## src/rtl/assert_macros.svh

```systemverilog
// assertion macros shared by the argument splitter modules
`ifndef ASSERT_MACROS_SVH
`define ASSERT_MACROS_SVH

// property must hold at every clock edge outside reset
`define AS_ASSERT(lbl, prop, msg) \
  lbl: assert property (@(posedge clk) disable iff (!rst_n) (prop)) else $error(msg);

// expression must never be true outside reset
`define AS_NEVER(lbl, expr, msg) \
  lbl: assert property (@(posedge clk) disable iff (!rst_n) !(expr)) else $error(msg);

`endif

```

## src/rtl/asplit_pkg.sv

```systemverilog
// types and constants for the argument splitter
package asplit_pkg;

  localparam int COUNT_BITS_DEF = 16;
  localparam int CHAR_W         = 8;
  localparam int LEN_W          = 16;
  localparam int OUT_CNT_W      = 16;
  localparam int APB_ADDR_W     = 3;
  localparam int APB_DATA_W     = 32;

  localparam logic [CHAR_W-1:0] CH_ESC   = 8'h5C;
  localparam logic [CHAR_W-1:0] CH_QUOTE = 8'h22;
  localparam logic [CHAR_W-1:0] CH_END   = 8'h00;
  localparam logic [CHAR_W-1:0] CH_SPACE = 8'h20;
  localparam logic [CHAR_W-1:0] CH_TAB   = 8'h09;
  localparam logic [CHAR_W-1:0] CH_CR    = 8'h0D;

  localparam logic REG_MAX_LEN = 1'b0;

  typedef enum logic [1:0] {
    ST_OK           = 2'd0,
    ST_OPEN_QUOTE   = 2'd1,
    ST_DANGLING_ESC = 2'd2
  } status_t;

  typedef struct packed {
    logic                 has_res;
    logic [CHAR_W-1:0]    out_char;
    logic                 starts_arg;
    logic                 is_final;
    status_t              status;
    logic [OUT_CNT_W-1:0] arg_count;
    logic [OUT_CNT_W-1:0] char_count;
  } res_t;

  function automatic logic is_space(input logic [CHAR_W-1:0] c);
    return (c == CH_SPACE) || ((c >= CH_TAB) && (c <= CH_CR));
  endfunction

endpackage

```

## src/rtl/argument_splitter_unit.sv

```systemverilog
// argument splitter top level: input register, split core, result register
//
// channel | direction | handshake            | payload
// in      | input     | in_valid / in_stall  | in_ch
// out     | output    | out_valid / out_stall| out_char, out_starts_arg, out_is_final,
//         |           |                      | out_status, out_arg_count, out_char_count
// cfg     | input     | apb, pready always 1 | max_len at byte address 0
//
// one byte per cycle sustained while the result register is not stalled; a taken byte
// passes through the input register, then split logic into the result register
// the split state updates once per byte, which sets the rate
// synchronous active-low reset resets all control state, max_len resets to zero
// out_stall holds the result register; in_stall rises only when the input register
// also holds a byte behind a stalled result
`include "assert_macros.svh"
module argument_splitter_unit #(
  parameter int COUNT_BITS = asplit_pkg::COUNT_BITS_DEF
) (
  input  logic                                clk,
  input  logic                                rst_n,
  input  logic                                in_valid,
  output logic                                in_stall,
  input  logic [asplit_pkg::CHAR_W-1:0]       in_ch,
  output logic                                out_valid,
  input  logic                                out_stall,
  output logic [asplit_pkg::CHAR_W-1:0]       out_char,
  output logic                                out_starts_arg,
  output logic                                out_is_final,
  output logic [1:0]                          out_status,
  output logic [asplit_pkg::OUT_CNT_W-1:0]    out_arg_count,
  output logic [asplit_pkg::OUT_CNT_W-1:0]    out_char_count,
  input  logic                                cfg_psel,
  input  logic                                cfg_penable,
  input  logic                                cfg_pwrite,
  input  logic [asplit_pkg::APB_ADDR_W-1:0]   cfg_paddr,
  input  logic [asplit_pkg::APB_DATA_W-1:0]   cfg_pwdata,
  output logic [asplit_pkg::APB_DATA_W-1:0]   cfg_prdata,
  output logic                                cfg_pready
);
  import asplit_pkg::*;

  logic              s1_valid_r;
  logic [CHAR_W-1:0] s1_ch_r;
  logic              out_valid_r;
  res_t              out_r;
  res_t              res;
  logic [LEN_W-1:0]  max_len;
  logic              proc_ok;
  logic              step;

  asplit_cfg u_cfg (
    .clk         (clk),
    .rst_n       (rst_n),
    .cfg_psel    (cfg_psel),
    .cfg_penable (cfg_penable),
    .cfg_pwrite  (cfg_pwrite),
    .cfg_paddr   (cfg_paddr),
    .cfg_pwdata  (cfg_pwdata),
    .cfg_prdata  (cfg_prdata),
    .cfg_pready  (cfg_pready),
    .max_len     (max_len)
  );

  asplit_core #(
    .COUNT_BITS (COUNT_BITS)
  ) u_core (
    .clk     (clk),
    .rst_n   (rst_n),
    .step    (step),
    .ch      (s1_ch_r),
    .max_len (max_len),
    .res     (res)
  );

  assign proc_ok  = !out_valid_r || !out_stall;
  assign step     = s1_valid_r && proc_ok;
  assign in_stall = s1_valid_r && !proc_ok;

  // input register
  always_ff @(posedge clk) begin
    if (!rst_n) begin
      s1_valid_r <= 1'b0;
    end else if (!in_stall) begin
      s1_valid_r <= in_valid;
    end
  end

  always_ff @(posedge clk) begin
    if (!in_stall && in_valid) begin
      s1_ch_r <= in_ch;
    end
  end

  // result register
  always_ff @(posedge clk) begin
    if (!rst_n) begin
      out_valid_r <= 1'b0;
    end else if (step && res.has_res) begin
      out_valid_r <= 1'b1;
    end else if (!out_stall) begin
      out_valid_r <= 1'b0;
    end
  end

  always_ff @(posedge clk) begin
    if (step && res.has_res) begin
      out_r <= res;
    end
  end

  assign out_valid      = out_valid_r;
  assign out_char       = out_r.out_char;
  assign out_starts_arg = out_r.starts_arg;
  assign out_is_final   = out_r.is_final;
  assign out_status     = out_r.status;
  assign out_arg_count  = out_r.arg_count;
  assign out_char_count = out_r.char_count;

  `AS_NEVER(a_byte_nonzero, out_valid_r && !out_r.is_final && (out_r.out_char == CH_END), "byte result carries terminator")
  `AS_ASSERT(a_stall_holds_input, (in_stall && in_valid) |=> s1_valid_r, "input register lost a byte under stall")

endmodule

```

## src/rtl/asplit_cfg.sv

```systemverilog
// configuration register file with apb-style access
module asplit_cfg (
  input  logic                                clk,
  input  logic                                rst_n,
  input  logic                                cfg_psel,
  input  logic                                cfg_penable,
  input  logic                                cfg_pwrite,
  input  logic [asplit_pkg::APB_ADDR_W-1:0]   cfg_paddr,
  input  logic [asplit_pkg::APB_DATA_W-1:0]   cfg_pwdata,
  output logic [asplit_pkg::APB_DATA_W-1:0]   cfg_prdata,
  output logic                                cfg_pready,
  output logic [asplit_pkg::LEN_W-1:0]        max_len
);
  import asplit_pkg::*;

  logic [LEN_W-1:0] max_len_r;
  logic             wr_en;
  logic             reg_idx;

  assign reg_idx = cfg_paddr[APB_ADDR_W-1];
  assign wr_en   = cfg_psel && cfg_penable && cfg_pwrite;

  always_ff @(posedge clk) begin
    if (!rst_n) begin
      max_len_r <= '0;
    end else if (wr_en && (reg_idx == REG_MAX_LEN)) begin
      max_len_r <= cfg_pwdata[LEN_W-1:0];
    end
  end

  always_comb begin
    cfg_prdata = '0;
    if (reg_idx == REG_MAX_LEN) begin
      cfg_prdata = {{(APB_DATA_W-LEN_W){1'b0}}, max_len_r};
    end
  end

  assign cfg_pready = 1'b1;
  assign max_len    = max_len_r;

endmodule

```

## src/rtl/asplit_core.sv

```systemverilog
// split state and per-byte classification logic
`include "assert_macros.svh"
module asplit_core #(
  parameter int COUNT_BITS = asplit_pkg::COUNT_BITS_DEF
) (
  input  logic                           clk,
  input  logic                           rst_n,
  input  logic                           step,
  input  logic [asplit_pkg::CHAR_W-1:0]  ch,
  input  logic [asplit_pkg::LEN_W-1:0]   max_len,
  output asplit_pkg::res_t               res
);
  import asplit_pkg::*;

  logic                  esc_r, esc_nxt;
  logic                  quote_r, quote_nxt;
  logic                  newarg_r, newarg_nxt;
  logic                  limit_r, limit_nxt;
  logic [LEN_W-1:0]      idx_r, idx_nxt;
  logic [COUNT_BITS-1:0] args_r, args_nxt;
  logic [COUNT_BITS-1:0] chars_r, chars_nxt;

  logic                  is_end;
  logic                  at_limit;
  logic                  kept;
  logic [OUT_CNT_W-1:0]  args_out;
  logic [OUT_CNT_W-1:0]  chars_out;
  status_t               status;

  assign is_end   = (ch == CH_END);
  assign at_limit = limit_r || ((max_len != '0) && (idx_r >= max_len));
  assign kept     = !is_end && !at_limit &&
                    (esc_r || ((ch != CH_ESC) && (ch != CH_QUOTE) &&
                               (quote_r || !is_space(ch))));

  // counts clipped or zero-extended to the 16-bit summary fields
  generate
    if (COUNT_BITS > OUT_CNT_W) begin : g_clip
      assign args_out  = (|args_r[COUNT_BITS-1:OUT_CNT_W]) ? '1 : args_r[OUT_CNT_W-1:0];
      assign chars_out = (|chars_r[COUNT_BITS-1:OUT_CNT_W]) ? '1 : chars_r[OUT_CNT_W-1:0];
    end else if (COUNT_BITS == OUT_CNT_W) begin : g_same
      assign args_out  = args_r;
      assign chars_out = chars_r;
    end else begin : g_ext
      assign args_out  = {{(OUT_CNT_W-COUNT_BITS){1'b0}}, args_r};
      assign chars_out = {{(OUT_CNT_W-COUNT_BITS){1'b0}}, chars_r};
    end
  endgenerate

  always_comb begin
    priority if (esc_r) begin
      status = ST_DANGLING_ESC;
    end else if (quote_r) begin
      status = ST_OPEN_QUOTE;
    end else begin
      status = ST_OK;
    end
  end

  always_comb begin
    res            = '0;
    res.has_res    = is_end || kept;
    res.is_final   = is_end;
    if (is_end) begin
      res.status     = status;
      res.arg_count  = args_out;
      res.char_count = chars_out;
    end else begin
      res.out_char   = ch;
      res.starts_arg = kept && newarg_r;
    end
  end

  always_comb begin
    esc_nxt    = esc_r;
    quote_nxt  = quote_r;
    newarg_nxt = newarg_r;
    limit_nxt  = limit_r;
    idx_nxt    = idx_r;
    args_nxt   = args_r;
    chars_nxt  = chars_r;
    priority if (is_end) begin
      esc_nxt    = 1'b0;
      quote_nxt  = 1'b0;
      newarg_nxt = 1'b1;
      limit_nxt  = 1'b0;
      idx_nxt    = '0;
      args_nxt   = '0;
      chars_nxt  = '0;
    end else if (at_limit) begin
      limit_nxt = 1'b1;
    end else begin
      idx_nxt = (&idx_r) ? idx_r : idx_r + 1'b1;
      priority if (esc_r) begin
        esc_nxt = 1'b0;
      end else if (ch == CH_ESC) begin
        esc_nxt = 1'b1;
      end else if (ch == CH_QUOTE) begin
        quote_nxt  = !quote_r;
        newarg_nxt = 1'b1;
      end else if (!quote_r && is_space(ch)) begin
        newarg_nxt = 1'b1;
      end else begin
      end
      if (kept) begin
        if (newarg_r && !(&args_r)) begin
          args_nxt = args_r + 1'b1;
        end
        if (!(&chars_r)) begin
          chars_nxt = chars_r + 1'b1;
        end
        newarg_nxt = 1'b0;
      end
    end
  end

  always_ff @(posedge clk) begin
    if (!rst_n) begin
      esc_r    <= 1'b0;
      quote_r  <= 1'b0;
      newarg_r <= 1'b1;
      limit_r  <= 1'b0;
      idx_r    <= '0;
      args_r   <= '0;
      chars_r  <= '0;
    end else if (step) begin
      esc_r    <= esc_nxt;
      quote_r  <= quote_nxt;
      newarg_r <= newarg_nxt;
      limit_r  <= limit_nxt;
      idx_r    <= idx_nxt;
      args_r   <= args_nxt;
      chars_r  <= chars_nxt;
    end
  end

  `AS_ASSERT(a_end_clears, (step && is_end) |=> (!esc_r && !quote_r && newarg_r && !limit_r && args_r == '0), "terminator did not clear split state")
  `AS_NEVER(a_limit_silent, step && limit_r && res.has_res && !res.is_final, "byte result after limit stop")
  `AS_ASSERT(a_start_counts, (step && res.starts_arg) |=> (args_r != '0), "argument start not counted")

endmodule

```

## config.mk

```make
export PLATFORM = sky130hd
export DESIGN_NAME = argument_splitter_unit
export DESIGN_NICKNAME = d
export VERILOG_FILES = /design/src/rtl/asplit_pkg.sv /design/src/rtl/argument_splitter_unit.sv /design/src/rtl/asplit_cfg.sv /design/src/rtl/asplit_core.sv
export VERILOG_INCLUDE_DIRS = /design/src /design/src/rtl
export SDC_FILE = /design/constraint.sdc
export NUM_CORES = 1
export LEC_CHECK = 0
export CAP_MARGIN = 20
export CORE_MARGIN = 4
export CORE_UTILIZATION = 40
export DETAILED_ROUTE_END_ITERATION = 8
export DONT_BUFFER_PORTS = 1
export PLACE_DENSITY = 0.62
export SYNTH_ARGS = -nofsm -noshare
export SYNTH_HDL_FRONTEND = slang
export SYNTH_HIERARCHICAL = 1
export SYNTH_SLANG_ARGS = --single-unit
```

## constraint.sdc

```tcl
create_clock -name clk -period 4.7 [get_ports clk]
set_input_delay 1.175 -clock clk [delete_from_list [all_inputs] [get_ports clk]]
set_output_delay 1.175 -clock clk [all_outputs]
set_load 0.02 [all_outputs]
```

# Word-level counts from Yosys, hierarchy flattened
# Cells that the tools add are included.
[word_totals] romBits=0 wordCells=122 mem_bits_rw=0 n_memories=0 latch_bits=0 register_bits=122 out_inout_bits=79
[op_classes] n_lt_le_gt_ge=3 bitwise=2 n_eq_ne=13 shifts=0 n_mux=34 add_sub_neg=3 n_reduce_logical=49 n_div=0 mul=0
[ops] operator="16-bit 2-to-1 mux" n=12
[ops] operator="16-bit by 1-bit adder with 16-bit output, second input constant" n=3
[ops] operator="16-bit AND reduction" n=3
[ops] operator="1-bit 2-to-1 mux" n=21
[ops] operator="8-bit by 6-bit == test with 1-bit output, second input constant" n=2
[ops] operator="16-bit greater-or-equal comparator" n=1
[ops] operator="1-bit logical AND" n=16
[ops] operator="16-bit nonzero test" n=1
[ops] operator="2-bit by 1-bit != test with 1-bit output, second input constant" n=5
[ops] operator="5-bit AND reduction" n=2
[ops] operator="1-bit logical NOT" n=9
[ops] operator="8-bit by 7-bit == test with 1-bit output, second input constant" n=1
[ops] operator="8-bit by 4-bit greater-or-equal comparator with 1-bit output, second input constant" n=1
[ops] operator="8-bit by 4-bit less-or-equal comparator with 1-bit output, second input constant" n=1
[ops] operator="8-bit logical NOT" n=1
[ops] operator="8-bit by 6-bit != test with 1-bit output, second input constant" n=1
[ops] operator="8-bit by 7-bit != test with 1-bit output, second input constant" n=1
[ops] operator="4-bit AND reduction" n=2
[ops] operator="2-bit nonzero test" n=4
[ops] operator="1-bit logical OR" n=6
[ops] operator="2-bit AND reduction" n=2
[ops] operator="4-bit nonzero test" n=1
[ops] operator="3-bit by 1-bit != test with 1-bit output, second input constant" n=1
[ops] operator="3-bit != test, second input constant" n=1
[ops] operator="other kinds (5)" n=6

# Depth between registers and ports, before layout
# Gate-level depths: netlist (run 1).
[depth] ltp_word=11 ltp_mapped=11

# Modules after synthesis
# Netlist (run 1), hierarchy kept.
[by_module_without_submodules] mod="asplit_core" instances=1 area_per_inst_um2=3432.0 cells_each=434 seq_area_each_um2=1041.0
[by_module_without_submodules] mod="argument_splitter_unit" instances=1 area_per_inst_um2=1652.8 cells_each=62 seq_area_each_um2=1601.5
[by_module_without_submodules] mod="asplit_cfg" instances=1 area_per_inst_um2=907.1 cells_each=106 seq_area_each_um2=320.3

# Worst setup path after synthesis (run 1)
# OpenSTA, ideal clock, no wires.
[synth_path] path_kind="reg-to-reg" start="register u_core.idx_r[0]" end="register out_r (netlist bit out_arg_count[0]), enable pin" n_path_buf=0 arrival_ps=3913 setup_slack_ps=327 required_time_ps=4240 setup_time_ps=460 synth_period_minus_slack_ps=4373 stages_incl_launch_ff=11 path_cell_list="dfxtp_1 > inv_1 > ha_1 > nand2b_1 > a2111oi_0 > or4b_4 > a31o_2 > and2_0 > or2_2 > nand2_1 > a21oi_1"
[synth_lines] item="from (decl)" line_no="asplit_core.sv:19" text="logic [LEN_W-1:0] idx_r, idx_nxt;"
[synth_lines] item="from (signal assigned)" line_no="asplit_core.sv:131" text="idx_r <= idx_nxt;"
[synth_lines] item="to (signal assigned)" line_no="argument_splitter_unit.sv:107" text="out_r <= res;"
[synth_lines] item="to (decl)" line_no="argument_splitter_unit.sv:45" text="res_t out_r;"

# Worst setup path after layout (run 1)
[layout_path] start="register u_cfg.max_len_r[15] (netlist: u_cfg/max_len[15])" end="register u_core.idx_r[15]"
[layout_between] elab_chain_cells=5 word_cells_on_any_way=6 classes_between="1 x order compare; 1 x eq/ne; 4 x reduce/logical"
[layout_rtl] item="from (decl)" line_no="asplit_cfg.sv:16" text="logic [LEN_W-1:0] max_len_r;"
[layout_rtl] item="from (signal assigned)" line_no="asplit_cfg.sv:27" text="max_len_r <= cfg_pwdata[LEN_W-1:0];"
[layout_rtl] item="16-bit greater-or-equal comparator or 16-bit nonzero test (tied branches)" line_no="asplit_core.sv:31" text="assign at_limit = limit_r || ((max_len != '0) && (idx_r >= max_len));"
[layout_rtl] item="1-bit logical AND *" line_no="asplit_core.sv:31"
[layout_rtl] item="1-bit logical OR *" line_no="asplit_core.sv:31"
[layout_rtl] item="2-bit by 1-bit != test with 1-bit output (no source line) *"
[layout_rtl] item="3-bit AND reduction (no source line) *"
# Every way passes the cells marked *; elsewhere a longest branch is shown, timed or not.
# A chain may end at the register's enable or synchronous reset.

==> flow_metrics.env, run 1 <==
export IMPL_slew_viol_final=0
export IMPL_synth_top_cell_area_share=0.261
export IMPL_synth_cells=602
export IMPL_synth_area_sq_um=5990
export IMPL_synthAdderAreaFrac=0.0397
export IMPL_gp_congestion=0.780
export IMPL_skew_ns=0.00647
export IMPL_synth_common_cells="dfxtp_1 (70), nand2_1 (61), edfxtp_1 (52)"
export IMPL_nets=655
export IMPL_synth_seq_cells=122
export IMPL_p_leak_uw=0.00229
export IMPL_grtUsageMet1=0.176
export IMPL_fmax_mhz=304
export IMPL_antenna_found_initial=0
export IMPL_worstSetupStartpointType="flop"
export IMPL_post_dp_hpwl_mm=8.42
export IMPL_cts_resized=0
export IMPL_placementRows=44
export IMPL_yosysSeqAreaShare=0.494
export IMPL_yosysMostFrequentCell="dfxtp_1"
export IMPL_async_flop_share=0
export IMPL_cpPeakStageDelay_ns=0.75
export IMPL_synth_top_family_by_area="simple AND/OR/NAND/NOR gates"
export IMPL_drc_errors=0
export IMPL_routedWlPerCell_um=15.6
export IMPL_grt_util_met2=0.240
export IMPL_muxShareOfSynthArea=0.0317
export IMPL_tns_ns=0
export IMPL_clockBufferDepth=2
export IMPL_cts_root_buf="clkbuf_16"
export IMPL_gr_usage_met3=0.0443
export IMPL_dr_pass1_iters=5
export IMPL_place_inst=751
export IMPL_hold_viol_final=0
export IMPL_cts_setup_buffers=0
export IMPL_cts_tree="built"
export IMPL_clk_latency_ns=0.41
export IMPL_slowest_stage="o21a_1"
export IMPL_synth_edf_count=52
export IMPL_synth_avg_cell_area_sq_um=9.95
export IMPL_final_cells=783
export IMPL_cts_made_buffers=17
export IMPL_finalCriticalPeriod_ns=3.28
export IMPL_rsz0062_at_grt="false"
export IMPL_worst_slew_pin_slew_ns=0.916
export IMPL_gr_total_overflow=0
export IMPL_cp_max_fo=29
export IMPL_synth_xor_area_share=0.00146
export IMPL_relSlewSlack=0.388
export IMPL_setup_worst_path_class="flop to flop"
export IMPL_cts_reportedPaths_clkPinSlew_ns=0.06
export IMPL_area_growth_pct=10.0
export IMPL_ys_flop_type="dfxtp_1"
export IMPL_diodes=0
export IMPL_port_buffers=0
export IMPL_die_w_um=130
export IMPL_drive_gt1_frac=0.0935
export IMPL_synthSimpleGateAreaFrac=0.243
export IMPL_htreeDepth=4
export IMPL_synth_warnings=6
export IMPL_power_total_uw=2680
export IMPL_final_antenna_net_count=0
export IMPL_setup_violations=0
export IMPL_hold_path_class="flop to flop"
export IMPL_die_h_um=130
export IMPL_dr_total_vias=4249
export IMPL_arrival_ns=3.63
export IMPL_routed_wl_mm=12.2
export IMPL_grt_pass1_vias=3989
export IMPL_power_density_nw_per_um2=406
export IMPL_synth_distinct_cells=56
export IMPL_ios=129
export IMPL_fin_crit_sh=0.699
export IMPL_cp_required_ns=5.04
export IMPL_grt_total_usage=0.145
export IMPL_synth_compound_area_frac=0.119
export IMPL_top_usage_layer="met2"
export IMPL_die_area_sq_um=17000
export IMPL_drv_cap=0
export IMPL_grt_max_degree=47
export IMPL_final_util=0.452
export IMPL_yosys_area_top_type="edfxtp_1"
export IMPL_ir_worst_vdd_v=0.000243
export IMPL_coreArea_sq_um=14600
export IMPL_hold_slack_ns=0.495
export IMPL_clock_sinks=122
export IMPL_status="finished, final reports clean"
export IMPL_crit_chain="inv_1, ha_1, nand4_1, nor3_1, or4b_4, a31oi_4, o21a_1, or4_4, mux2i_1"
export IMPL_viasPerCell=5.43
export IMPL_first_iter_violations=303
export IMPL_start_util=0.411
export IMPL_endpoint_kind="flop"
export IMPL_synthTopCellsByArea="edfxtp_1 (26%), dfxtp_1 (23%), and2_1 (4.1%)"
export IMPL_cts_hold_buffers=0
export IMPL_grt_pass1_wl_mm=19.5
==> flip-flops by register name, indices dropped and copies added (netlist names) <==
name and count:
s1_ch_r 8, out_char 8, s1_valid_r 1, out_char_count 16
u_core/quote_r 1, out_is_final 1, u_core/idx_r 16, out_starts_arg 1
u_core/esc_r 1, u_core/newarg_r 1, out_valid 1, u_core/chars_out 16
u_core/limit_r 1, out_arg_count 16, u_core/args_out 16, u_cfg/max_len 16
out_status 2
==> worst max-delay path: cells and delay by family, from the launching register on <==
kind,cells,cell delay [ns]
and+or+nand+nor,4,1.17
AOI/OAI and AO/OA,2,1.10
buffers and inverters,1,0.06
DFF,1,0.40
muxes,1,0.16
adders and majority gates,1,0.32
==> cells in the final DEF, fill, tap and decap left out, types with 3 or more instances in the layout <==
| cell | synthesis | routed |
|---|---|---|
| dfxtp_1 | 70 | 70 |
| or2_2 | 3 | 3 |
| or4_1 | 15 | 15 |
| and4_1 | 5 | 5 |
| nand4_1 | 11 | 11 |
| o31ai_1 | 14 | 14 |
| and2b_2 | 6 | 6 |
| a31oi_1 | 3 | 3 |
| and2_1 | 39 | 39 |
| edfxtp_1 | 52 | 52 |
| bufinv_16 | 0 | 3 |
| clkinvlp_4 | 0 | 5 |
| mux2i_1 | 19 | 19 |
| or3_1 | 25 | 25 |
| nor4_1 | 6 | 6 |
| nand2b_1 | 6 | 6 |
| inv_1 | 21 | 21 |
| o21ai_0 | 28 | 28 |
| nor2b_1 | 15 | 15 |
| and3_1 | 13 | 13 |
| conb_1 | 2 | 17 |
| buf_4 | 21 | 4 |
| nand3_1 | 23 | 23 |
| o21a_1 | 5 | 5 |
| nor3_1 | 5 | 5 |
| ha_1 | 19 | 19 |
| a21oi_1 | 48 | 47 |
| nand2_1 | 61 | 61 |
| clkbuf_16 | 0 | 17 |
| nor2_1 | 4 | 4 |
==> routing by layer <==
layer | vias up | share of wire
met3 | 18 | 0.042
met1 | 2013 | 0.45
met2 | 106 | 0.49
met5 | - | 0
li1 | 2112 | -
met4 | 0 | 0.017
==> final timing paths <==
check                            from                  end  slack, ns  cells after the start
hold reg to reg   u_core/args_out[15]  u_core/args_out[15]       0.49                      2
hold / removal    u_core/args_out[15]  u_core/args_out[15]       0.49                      2
setup / recovery    u_cfg/max_len[15]     u_core/idx_r[15]       1.42                      9
setup reg to reg    u_cfg/max_len[15]     u_core/idx_r[15]       1.42                      9
==> power breakdown <==
part | internal [uW] | switching [uW]
logic | 47.4 | 112
registers | 1150 | 49.9
clock network | 847 | 475
==> final cells by class <==
cell class / count / area [sq um]
flip-flops and latches: 122 / 2960
clock buffers: 18 / 439
fillers: 1334 / 8000
inverters: 21 / 78.8
clock inverters: 14 / 170
well taps: 184 / 230
repair buffers: 4 / 30.0
multi-input cells: 420 / 2680
==> cell families (layout without fill, tap and decap cells) <==
family,after synthesis,after routing
AOI/OAI and AO/OA,115,115
xor gates and xnor gates,1,1
adders and majority gates,19,19
buffers and inverters,75,57
DFF,122,122
muxes,19,19
other,2,17
and+or+nand+nor,249,249
==> metrics by stage <==
step	instance area, sq um	setup WS, ns
2_1_floorplan	6050	0.327
3_3_place_gp	5980	1.31
3_5_place_dp	5980	1.29
4_1_cts	6590	1.43
5_1_grt	6590	1.14
6_report	6590	1.42
Note: power is estimated with default switching activity, not from simulation.
==> run 2: changes to the inputs <==
--- a/config.mk
+++ b/config.mk
@@ -6,6 +6,7 @@
 export SDC_FILE = /design/constraint.sdc
 export NUM_CORES = 1
 export LEC_CHECK = 0
+export ABC_AREA = 1
 export CAP_MARGIN = 20
 export CORE_MARGIN = 4
 export CORE_UTILIZATION = 40
==> constraint.sdc (replaced) <==
create_clock -name clk -period 3.35 [get_ports clk]
set_input_delay 0.8375 -clock clk [delete_from_list [all_inputs] [get_ports clk]]
set_output_delay 0.8375 -clock clk [all_outputs]
set_load 0.02 [all_outputs]
==> run 2 against run 1 <==
Cell count increased by 40%. Hold slack worse by 0.015 ns. Synthesized cell count rose by 47%. Sequential cell count stayed put. Utilization is 0.37 points lower. Combinational power up 97%. Wire length up 22%. Count of clock-buffer cells in the layout increased by 7. Maximum frequency up 18%.
==> flow_metrics.env, run 2 <==
export IMPL_async_flop_share=0
export IMPL_seq_power_share=0.451
export IMPL_die_area_sq_um=19600
export IMPL_yosys_area_top_type="edfxtp_1"
export IMPL_gr_usage_met3=0.0399
export IMPL_routedWlPerCell_um=13.5
export IMPL_clock_sinks=122
export IMPL_tns_ns=0
export IMPL_setup_violations=0
export IMPL_fmax_mhz=360
export IMPL_power_density_nw_per_um2=504
export IMPL_yosysSeqAreaShare=0.426
export IMPL_gp_congestion=0.804
export IMPL_ff_latch_area_sq_um=2960
export IMPL_area_growth_pct=8.33
export IMPL_grt_pass1_vias=5037
export IMPL_synth_compound_area_frac=0.0561
export IMPL_htreeDepth=4
export IMPL_mostFrequentLayoutCells="nor2_1 (141), nand2_1 (138), inv_1 (123)"
export IMPL_worst_slew_pin_slew_ns=0.507
export IMPL_synthSimpleGateAreaFrac=0.310
export IMPL_die_w_um=140
export IMPL_cts_hold_buffers=0
export IMPL_relSlewSlack=0.661
export IMPL_synthTopCellsByArea="edfxtp_1 (22%), dfxtp_1 (20%), nor2_1 (7.6%)"
export IMPL_dr_total_vias=5306
export IMPL_clk_latency_ns=0.42
export IMPL_synth_avg_cell_area_sq_um=7.89
export IMPL_power_share_clock=0.466
export IMPL_cpPeakStageDelay_ns=0.36
export IMPL_p_leak_uw=0.00286
export IMPL_port_buffers=0
export IMPL_synth_area_sq_um=6960
export IMPL_finalCriticalPeriod_ns=2.78
export IMPL_muxShareOfSynthArea=0
export IMPL_grt_total_usage=0.154
export IMPL_endpoint_kind="flop"
export IMPL_arrival_ns=3.08
export IMPL_crit_chain="inv_1, ha_1, nand2_1, nand2_1, nor2_1, nand2_1, nand2_1, nand2_1, nand2_1, nand2_1, nand2_1, nand3_2, nand2_4, buf_4, nand3_4, a21oi_1, nor2_1"
export IMPL_clockBufferDepth=2
export IMPL_grt_util_met2=0.254
export IMPL_final_util=0.448
export IMPL_placementRows=47
export IMPL_setup_worst_path_class="flop to flop"
export IMPL_cp_max_fo=22
export IMPL_fin_crit_sh=0.830
export IMPL_cp_required_ns=3.65
export IMPL_synth_distinct_cells=44
export IMPL_cts_setup_buffers=0
export IMPL_dr_pass1_iters=5
export IMPL_synth_seq_cells=122
export IMPL_synth_xor_area_share=0.0441
export IMPL_cts_resized=0
export IMPL_post_dp_hpwl_mm=10.4
export IMPL_grtUsageMet1=0.196
export IMPL_slowest_stage="dfxtp_1"
export IMPL_hold_path_class="flop to flop"
export IMPL_multi_input_area_sq_um=3170
export IMPL_power_total_uw=3800
export IMPL_coreArea_sq_um=16800
export IMPL_synth_common_cells="nor2_1 (141), nand2_1 (138), inv_1 (123)"
export IMPL_synth_warnings=6
export IMPL_gr_total_overflow=0
export IMPL_cts_reportedPaths_clkPinSlew_ns=0.05
export IMPL_ir_worst_vdd_v=0.000365
export IMPL_switching_share=0.253
export IMPL_drive_gt1_frac=0.122
export IMPL_antenna_found_initial=0
export IMPL_switching_power_uw=961
export IMPL_skew_ns=0.0124
export IMPL_cts_made_buffers=17
export IMPL_cts_root_buf="clkbuf_16"
export IMPL_synth_top_family_by_area="simple AND/OR/NAND/NOR gates"
export IMPL_synth_cells=882
export IMPL_cts_tree="built"
export IMPL_viasPerCell=4.84
export IMPL_nets=933
export IMPL_slew_viol_final=0
export IMPL_ys_flop_type="dfxtp_1"
export IMPL_layout_commonest_cell="nor2_1"
export IMPL_internal_power_uw=2840
export IMPL_crit_top_cell="nand2_1"
export IMPL_synth_top_cell_area_share=0.224
export IMPL_drv_cap=0
export IMPL_rsz0062_at_grt="false"
export IMPL_diodes=0
export IMPL_synth_edf_count=52
export IMPL_routed_wl_mm=14.9
export IMPL_final_antenna_net_count=0
export IMPL_status="finished, final reports clean"
export IMPL_p_comb_frac=0.083
export IMPL_ios=129
export IMPL_die_h_um=140
export IMPL_start_util=0.414
export IMPL_grt_pass1_wl_mm=24.9
export IMPL_grt_max_degree=45
export IMPL_top_usage_layer="met2"
export IMPL_hold_viol_final=0
export IMPL_yosysMostFrequentCell="nor2_1"
export IMPL_synthAdderAreaFrac=0.0342
export IMPL_drc_errors=0
export IMPL_fillers=1667
export IMPL_first_iter_violations=335
export IMPL_worstSetupStartpointType="flop"
-- run 2: cell types whose count changed in the layout (fill, tap and decap cells not counted), moves of 25 or more --
cell and change:
nand4_1 +35, inv_1 +102, nand3_1 +27, nand2_1 +77, and2_1 -39, or3_1 -25
nor2_1 +137, xor2_1 +32, o21ai_0 -26
-- run 2: worst paths after layout --
check	to	depth (start not counted)	slack, ns	from
setup / recovery	u_core/args_out[0]	17	0.57	u_cfg/max_len[3]
hold / removal	out_char[6]	0	0.48	s1_ch_r[6]
setup reg to reg	u_core/args_out[0]	17	0.57	u_cfg/max_len[3]
hold reg to reg	out_char[6]	0	0.48	s1_ch_r[6]
-- run 2: power groups by stage --
stage	logic (uW)	registers (uW)	clock network, uW
2_1_floorplan	301	1730	0
3_3_place_gp	313	1750	0
3_5_place_dp	315	1750	0
4_1_cts	316	1720	1820
5_1_grt	352	1720	1890
6_report	314	1710	1770
-- run 2: layout make-up --
class | instances | share of cell area
clock buffer | 25 | 0.0687
timing repair buffer | 6 | 0.00764
multi-input combinational | 586 | 0.420
tap | 220 | 0.0365
inverter | 131 | 0.0657
clock inverter | 7 | 0.00830
sequential | 122 | 0.393
-- run 2: per-layer routing --
layer,share of wire,up-vias
met1,0.46,2428
met4,0.014,0
met5,0,-
met2,0.49,106
met3,0.039,18
li1,-,2754
-- run 2: cell families (layout without fill, tap and decap cells) --
kind of cell | count (synthesis) | in the layout
XOR/XNOR | 35 | 35
other | 2 | 17
adder cells (fa/ha/maj) | 19 | 19
AND/OR/NAND/NOR | 451 | 451
flip-flops | 122 | 122
AO/OA/AOI/OAI | 64 | 64
buffers and inverters | 189 | 169
-- run 2: worst max-delay path: cells and delay by family, from the launching register on --
family	cells	cell delay, ns
and+or+nand+nor	13	1.37
buffers and inverters	2	0.39
AOI/OAI and AO/OA	1	0.21
DFF	1	0.36
adders and majority gates	1	0.32
-- run 2: through the flow --
step	cell area, sq um	hold WS (ns)	worst slack, ns	std cells
6_report	7540	0.479	0.569	1097
2_1_floorplan	7030	0.452	0.195	897
3_5_place_dp	6960	0.465	0.634	1065
4_1_cts	7540	0.480	0.609	1097
5_1_grt	7540	0.493	0.325	1097
3_3_place_gp	6960	0.461	0.658	1065
